$ cat src/tbm_pkg.sv
// Shared constants and control types for the truncated 256-bit multiplier.
// Used by tbm_ctrl, tbm_datapath, the top level and the checker.
package tbm_pkg;

  localparam int LIMB_COUNT = 8;
  localparam int LIMB_BITS  = 32;
  localparam int ADDR_W     = (LIMB_COUNT > 1) ? $clog2(LIMB_COUNT) : 1;
  localparam int INDEX_W    = 3;

  typedef struct packed {
    logic              load_we;
    logic              mac_issue;
    logic              first_col;
    logic              first_row;
    logic [ADDR_W-1:0] row;
    logic [ADDR_W-1:0] col;
    logic              out_load;
    logic [ADDR_W-1:0] out_sel;
  } tbm_cmd_t;

endpackage

$ cat src/tbm_ctrl.sv
// Sequencer for the truncated multiplier: load, multiply-accumulate sweep, emit.
// Depends on tbm_pkg; drives tbm_datapath through tbm_cmd_t.
module tbm_ctrl (
  input  logic             clk,
  input  logic             rst,
  input  logic             limb_valid,
  input  logic             load_done,
  output logic             limb_stall,
  output logic             product_valid,
  input  logic             product_stall,
  output tbm_pkg::tbm_cmd_t cmd
);

  typedef enum logic [1:0] {
    LOAD,
    MAC,
    DRAIN,
    EMIT
  } state_t;

  localparam logic [tbm_pkg::ADDR_W-1:0] LAST   = tbm_pkg::ADDR_W'(tbm_pkg::LIMB_COUNT - 1);
  localparam logic [tbm_pkg::ADDR_W:0]   LAST_W =
    (tbm_pkg::ADDR_W + 1)'(tbm_pkg::LIMB_COUNT - 1);

  state_t                    state;
  logic [tbm_pkg::ADDR_W-1:0] row;
  logic [tbm_pkg::ADDR_W-1:0] col;
  logic [tbm_pkg::ADDR_W-1:0] k;
  logic                      row_end;

  assign row_end    = ({1'b0, row} + {1'b0, col}) == LAST_W;
  assign limb_stall = (state != LOAD);

  always_comb begin
    cmd.load_we   = limb_valid && (state == LOAD);
    cmd.mac_issue = (state == MAC);
    cmd.first_col = (col == '0);
    cmd.first_row = (row == '0);
    cmd.row       = row;
    cmd.col       = col;
    cmd.out_load  = (state == EMIT) && (!product_valid || !product_stall);
    cmd.out_sel   = k;
  end

  always_ff @(posedge clk) begin
    if (rst) begin
      state         <= LOAD;
      row           <= '0;
      col           <= '0;
      k             <= '0;
      product_valid <= 1'b0;
    end else begin
      if (cmd.out_load) begin
        product_valid <= 1'b1;
      end else if (product_valid && !product_stall) begin
        product_valid <= 1'b0;
      end
      case (state)
        LOAD: begin
          if (limb_valid && load_done) begin
            state <= MAC;
            row   <= '0;
            col   <= '0;
          end
        end
        MAC: begin
          if (row_end) begin
            col <= '0;
            if (row == LAST) begin
              state <= DRAIN;
            end else begin
              row <= row + tbm_pkg::ADDR_W'(1);
            end
          end else begin
            col <= col + tbm_pkg::ADDR_W'(1);
          end
        end
        DRAIN: begin
          k     <= '0;
          state <= EMIT;
        end
        EMIT: begin
          if (cmd.out_load) begin
            if (k == LAST) begin
              state <= LOAD;
            end else begin
              k <= k + tbm_pkg::ADDR_W'(1);
            end
          end
        end
        default: begin
          state <= LOAD;
        end
      endcase
    end
  end

endmodule

$ cat src/tbm_datapath.sv
// Operand limb stores, two-stage multiply-accumulate unit, product limbs and output word.
// Depends on tbm_pkg; commanded by tbm_ctrl.
module tbm_datapath (
  input  logic                              clk,
  input  logic                              rst,
  input  tbm_pkg::tbm_cmd_t                 cmd,
  input  logic [tbm_pkg::INDEX_W-1:0]       limb_index,
  input  logic [tbm_pkg::LIMB_BITS-1:0]     a_limb,
  input  logic [tbm_pkg::LIMB_BITS-1:0]     b_limb,
  output logic [tbm_pkg::INDEX_W-1:0]       product_index,
  output logic [tbm_pkg::LIMB_BITS-1:0]     product_limb,
  output logic                              final_limb
);

  localparam int LB = tbm_pkg::LIMB_BITS;
  localparam int AW = tbm_pkg::ADDR_W;

  logic [LB-1:0]   a_store [tbm_pkg::LIMB_COUNT];
  logic [LB-1:0]   b_store [tbm_pkg::LIMB_COUNT];
  logic [LB-1:0]   acc     [tbm_pkg::LIMB_COUNT];

  logic [2*LB-1:0] prod;
  logic [AW-1:0]   s1_addr;
  logic            s1_first_col;
  logic            s1_first_row;
  logic            s1_valid;
  logic [LB-1:0]   carry;

  logic [AW-1:0]   rd_addr;
  logic [LB-1:0]   acc_rd;
  logic [2*LB-1:0] sum;

  // Row 0 writes every limb, so earlier contents never leak in.
  assign rd_addr = s1_valid ? s1_addr : cmd.out_sel;
  assign acc_rd  = acc[rd_addr];
  assign sum     = prod
                 + {{LB{1'b0}}, (s1_first_row ? '0 : acc_rd)}
                 + {{LB{1'b0}}, (s1_first_col ? '0 : carry)};

  always_ff @(posedge clk) begin
    if (cmd.load_we && (32'(limb_index) < tbm_pkg::LIMB_COUNT)) begin
      a_store[AW'(limb_index)] <= a_limb;
      b_store[AW'(limb_index)] <= b_limb;
    end
  end

  always_ff @(posedge clk) begin
    if (rst) begin
      s1_valid <= 1'b0;
    end else begin
      s1_valid <= cmd.mac_issue;
    end
  end

  always_ff @(posedge clk) begin
    if (cmd.mac_issue) begin
      prod         <= (2*LB)'(a_store[cmd.col]) * (2*LB)'(b_store[cmd.row]);
      s1_addr      <= cmd.row + cmd.col;
      s1_first_col <= cmd.first_col;
      s1_first_row <= cmd.first_row;
    end
  end

  always_ff @(posedge clk) begin
    if (s1_valid) begin
      acc[s1_addr] <= sum[LB-1:0];
      carry        <= sum[2*LB-1:LB];
    end
  end

  always_ff @(posedge clk) begin
    if (cmd.out_load) begin
      product_limb  <= acc_rd;
      product_index <= tbm_pkg::INDEX_W'(cmd.out_sel);
      final_limb    <= (cmd.out_sel == AW'(tbm_pkg::LIMB_COUNT - 1));
    end
  end

endmodule

$ cat src/truncated_256bit_multiplier.sv
// Truncated 256-bit multiplier top level: controller plus datapath.
// Depends on tbm_pkg, tbm_ctrl and tbm_datapath.
//
// Input channel (limb_valid / limb_stall): each word carries one 32-bit limb of
// each operand and the slot it goes to; limb_index values at or above the limb
// count are ignored. The word with load_done set starts the multiply.
// Output channel (product_valid / product_stall): eight words, product limbs
// 0..7 of the low 256 bits of A*B, final_limb set on limb 7.
// Timing: after the load_done word the 8x8 limb triangle runs through one
// 32x32 multiplier, one partial product per cycle, and on through the pipeline;
// then one product word per cycle while the receiver takes them. The multiply
// sweep dominates a full run of 8 loads.
// limb_stall is high from the load_done word until the last product word
// is placed in the output register; the next load may be taken while that
// word still waits. A stall on the output holds the word and pauses emission.
// Reset (rst, synchronous) returns to the load phase and drops any pending
// output word; stored operand limbs are not cleared.
module truncated_256bit_multiplier (
  input  logic                          clk,
  input  logic                          rst,
  input  logic                          limb_valid,
  output logic                          limb_stall,
  input  logic [tbm_pkg::INDEX_W-1:0]   limb_index,
  input  logic [tbm_pkg::LIMB_BITS-1:0] a_limb,
  input  logic [tbm_pkg::LIMB_BITS-1:0] b_limb,
  input  logic                          load_done,
  output logic                          product_valid,
  input  logic                          product_stall,
  output logic [tbm_pkg::INDEX_W-1:0]   product_index,
  output logic [tbm_pkg::LIMB_BITS-1:0] product_limb,
  output logic                          final_limb
);

  tbm_pkg::tbm_cmd_t cmd;

  tbm_ctrl u_ctrl (
    .clk           (clk),
    .rst           (rst),
    .limb_valid    (limb_valid),
    .load_done     (load_done),
    .limb_stall    (limb_stall),
    .product_valid (product_valid),
    .product_stall (product_stall),
    .cmd           (cmd)
  );

  tbm_datapath u_dp (
    .clk           (clk),
    .rst           (rst),
    .cmd           (cmd),
    .limb_index    (limb_index),
    .a_limb        (a_limb),
    .b_limb        (b_limb),
    .product_index (product_index),
    .product_limb  (product_limb),
    .final_limb    (final_limb)
  );

endmodule

$ cat config.mk
export PLATFORM = sky130hd
export DESIGN_NAME = truncated_256bit_multiplier
export DESIGN_NICKNAME = d
export VERILOG_FILES = /design/src/tbm_pkg.sv /design/src/tbm_ctrl.sv /design/src/tbm_datapath.sv /design/src/truncated_256bit_multiplier.sv
export SDC_FILE = /design/constraint.sdc
export NUM_CORES = 2
export LEC_CHECK = 0
export CELL_PAD_IN_SITES_DETAIL_PLACEMENT = 2
export CELL_PAD_IN_SITES_GLOBAL_PLACEMENT = 2
export CORE_ASPECT_RATIO = 1.75
export CORE_UTILIZATION = 46
export CTS_CLUSTER_SIZE = 40
export DETAILED_ROUTE_END_ITERATION = 16
export DONT_BUFFER_PORTS = 1
export GPL_TIMING_DRIVEN = 0
export PLACE_DENSITY = 0.79
export SYNTH_ARGS = -nofsm -noshare
export SYNTH_HDL_FRONTEND = slang
export SYNTH_SLANG_ARGS = --single-unit
$ cat constraint.sdc
create_clock -name clk -period 11.9 [get_ports clk]
set_input_delay 2.38 -clock clk [delete_from_list [all_inputs] [get_ports clk]]
set_output_delay 2.38 -clock clk [all_outputs]
set_load 0.02 [all_outputs]
==> results.md <==
- Total grt overflow: 0
- Die ar.: 157000 um^2
- Endpoints failing hold: 0
- Count of buffer and inverter cells on the critical path: 9
- CTS max path bufs: 3
- DR vias/cell: 6.01
- Clk_lat worst skew: 0.77 ns
- Final ANT Viol Nets: 0
- Clk Tree Root Cell: clkbuf_16
- Starting Density: 0.465
- WL per Instance: 35.3 um
- Share of the synthesized area in the top cell type: 0.381
- Synth Area in Compound Gates: 0.0510
- R2r setup slk: 0.16 ns
- Maxcap violations: 5
- Row cnt: 190
- Mapped cell area: 71300 um^2
- Core area: 153000 um^2
- Gr usage total: 0.383
- Worst Hold Class: reg2reg
- Number of cells on the worst reg-to-reg path: 29
- CP Capture Type: register
- Ys async rst share: 0
- Final net count: 7490
- Fin. max-slew vios: 24
- Crit path arrival time: 12.24 ns
- GPL Wtd Cong: 0.985
- Total routed wirelength: 292 mm
- Area leader, netlist: edfxtp_1
- Post-synthesis mux area share: 0.0677
- Via count: 49.7k
- Yosys warns: 0
- Worst-path clk slew: 0.06 ns
- Number of global-route vias before repair: 58.2k
- FILL cells: 14.9k
- Synth top area cells: edfxtp_1, fa_1, ha_1
- Failing checks: max-capacitance violations, max-slew violations
- Period utilisation layout: 0.987
- Mean Syn Cell Area: 11.8 um^2
- RSZ-0062 raised after global routing: no
- Adder-Cell Fraction of Synth Area: 0.316
- First-pass GRT wire length: 417 mm
- CP most frequent cell: fa_1
- Synthesized instance count: 6036
- Syn nets: 7348
- Chip width: 300 um
- Hold_buf cts: 0
- Top FF cell, synth: edfxtp_1
- Family with the most delay on the worst path: adder cells
- Simple-gate share of the synthesized area: 0.0958
- Crit Path Category: reg2reg
- Worst path depth: 29
- Initial antenna violation count: 4
- Startpoint Class: register
- Seq/Total Area, Yosys: 0.387
- Cell Count, Final, Fillers Out: 8267
- Share of cells above drive strength 1: 0.0831
- Post-route minimum period: 11.74 ns
- CTS buffer count: 85
- Post-synth EDFFs: 905
- Largest stage delay, worst path: 0.69 ns
- Critical path peak fanout: 10
- Clock H-tree levels: 3
- Largest net degree at the start of global routing: 67
- Area Overhead vs Synth: 9.17%
- DRC errors left: 0
- Main combinational cell family by area after synthesis: adder cells
- Endpoints failing setup: 0
- Worst hold path startpoint: u_ctrl.k[0]
- Clk_skew: 0.0492 ns
- First-pass DRT Iterations: 7
- Status: complete, but fails checks
- DP HPWL: 232 mm
- Initial detailed-routing violation count: 3507
- Register bit count reported by yosys: 924
- Distinct cell type count after synthesis: 75
- Setup crit end: u_dp.prod[57]
- Clock sink total: 924
- Worst EP required: 12.40 ns
- Fmax: 85.2 MHz
- Dpl cells: 8109
- Synth Area in XOR/XNOR: 0.0147
- Die height: 523 um
- Worst-Margin Slew: 1.53 ns
- I/O pins: 110
- Worst relative slew slack: -0.0458
- Reg-to-reg endpoint: u_dp.prod[57]
- CTS tree: done
- Count of buffers from port buffering: 0
- CP max-delay cell: buf_2
[synthesized netlist by cell type (37+ instances only)]
cell type,number
inv_1,984
fa_1,930
edfxtp_1,905
nor2_1,789
nand2_1,553
ha_1,310
clkbuf_1,251
mux4_2,160
o21ai_0,151
a21oi_1,124
nand2b_1,91
xnor2_1,73
mux2i_1,62
nor3_1,54
a21o_1,53
mux2_2,53
xor2_1,47
o211ai_1,42
nand3_1,38
o31ai_1,37
[logic make-up (layout without fill, tap and decap cells)]
group,after synthesis,after routing
AO/OA/AOI/OAI,551,551
XOR/XNOR,120,120
adder cells (fa/ha/maj),1240,1240
buffers and inverters,1285,1494
flip-flops,924,924
multiplexers,275,275
other,0,6
AND/OR/NAND/NOR,1641,1641
[routing by layer]
layer / GRT usage / routed length (um)
met1: 0.369 / 91200
met2: 0.698 / 154000
met3: 0.0563 / 13900
met4: 0.349 / 32100
met5: 0.00216 / 120
[placed cells by master, fill, tap and decap left out, types with 10 or more instances in the layout]
cell         n
nor2b_1     19
a31oi_1     10
clkinv_1    13
buf_6       32
o311a_1     32
a21oi_1    124
nand3_1     38
o21ai_0    151
or2_2       15
mux2_2      53
clkinv_2    10
buf_12      22
nor2_4      12
xnor2_1     73
mux4_2     160
buf_2       34
nor2_1     777
buf_1       11
clkbuf_1   255
a211oi_1    20
dfxtp_1     17
o21bai_1    14
and3_1      10
nand2_1    553
o21a_1      17
mux2i_1     37
o31ai_1     37
inv_1      984
ha_1       309
nand4_1     34
xor2_1      47
nand2b_1    91
nor3_1      50
clkbuf_16   85
edfxtp_1   905
clkbuf_2    12
o211ai_1    42
a21o_1      53
fa_1       930
mux2i_2     19
[how the worst min path moves through the flow]
stage | end | slack, ns | cells after the start
floorplan | u_dp.product_index[0] | 0.43 | 0
global placement | u_dp.product_index[0] | 0.45 | 0
detailed placement | u_dp.product_index[0] | 0.49 | 0
CTS | u_dp.product_index[0] | 0.51 | 0
global route | u_dp.product_index[0] | 0.52 | 0
finish | u_dp.product_index[0] | 0.50 | 0
[sequential cells by signal, summed over array words and instances (netlist names), 2 cells and up, named ones only]
register and cells:
u_dp.product_limb 32, u_dp.carry 32, u_dp.s1_addr 3, u_dp.product_index 3
u_dp.prod 64, u_ctrl.state 2, u_dp.a_store 256, u_ctrl.k 3
u_dp.acc 256, u_ctrl.row 3, u_dp.b_store 256, u_ctrl.col 3
[layout make-up]
type | instances | area, um^2 | area share
Clock buffer | 105 | 2200 | 0.0283
Tap cell | 2016 | 2520 | 0.0324
Buffer | 299 | 1220 | 0.0157
Multi-Input combinational cell | 3827 | 39100 | 0.503
Antenna cell | 6 | 15.0 | 0.000193
Timing Repair Buffer | 57 | 858 | 0.0110
Clock inverter | 49 | 601 | 0.00772
Sequential cell | 924 | 27600 | 0.354
Inverter | 984 | 3690 | 0.0475
[worst reg2reg max path: cells and delay by family (launching register included)]
kind | cells | cell delay, ns
flops | 1 | 0.54
fa+ha+maj | 9 | 4.39
buf+inv | 9 | 3.01
xor+xnor | 1 | 0.08
simple gates | 2 | 0.25
mux | 2 | 0.97
compound gates | 6 | 2.25
[what timing repair did]
item / CTS / global route
setup buffers: 0 / 0
endpoints found under the setup margin: 17 / 6
endpoints found under the hold margin: 0 / 0
resized for setup: 17 / 19
[metrics by stage]
| stage | hold slack [ns] | util | worst slack, ns | cell area (um^2) | setup TNS (ns) |
|---|---|---|---|---|---|
| after CTS | 0.507 | 0.507 | 0.0724 | 77700 | 0 |
| after detailed placement | 0.495 | 0.488 | -0.786 | 74900 | -5.14 |
| after floorplan | 0.435 | - | 3.33 | 71300 | 0 |
| final | 0.496 | 0.507 | 0.159 | 77800 | 0 |
| after global placement | 0.454 | 0.481 | -0.867 | 73800 | -62.87 |
| after global routing | 0.519 | 0.507 | 0.0377 | 77800 | 0 |
Power is left out: the tool's default activity adds up to more than one toggle a clock period on the data nets, which glitch-free logic cannot reach.
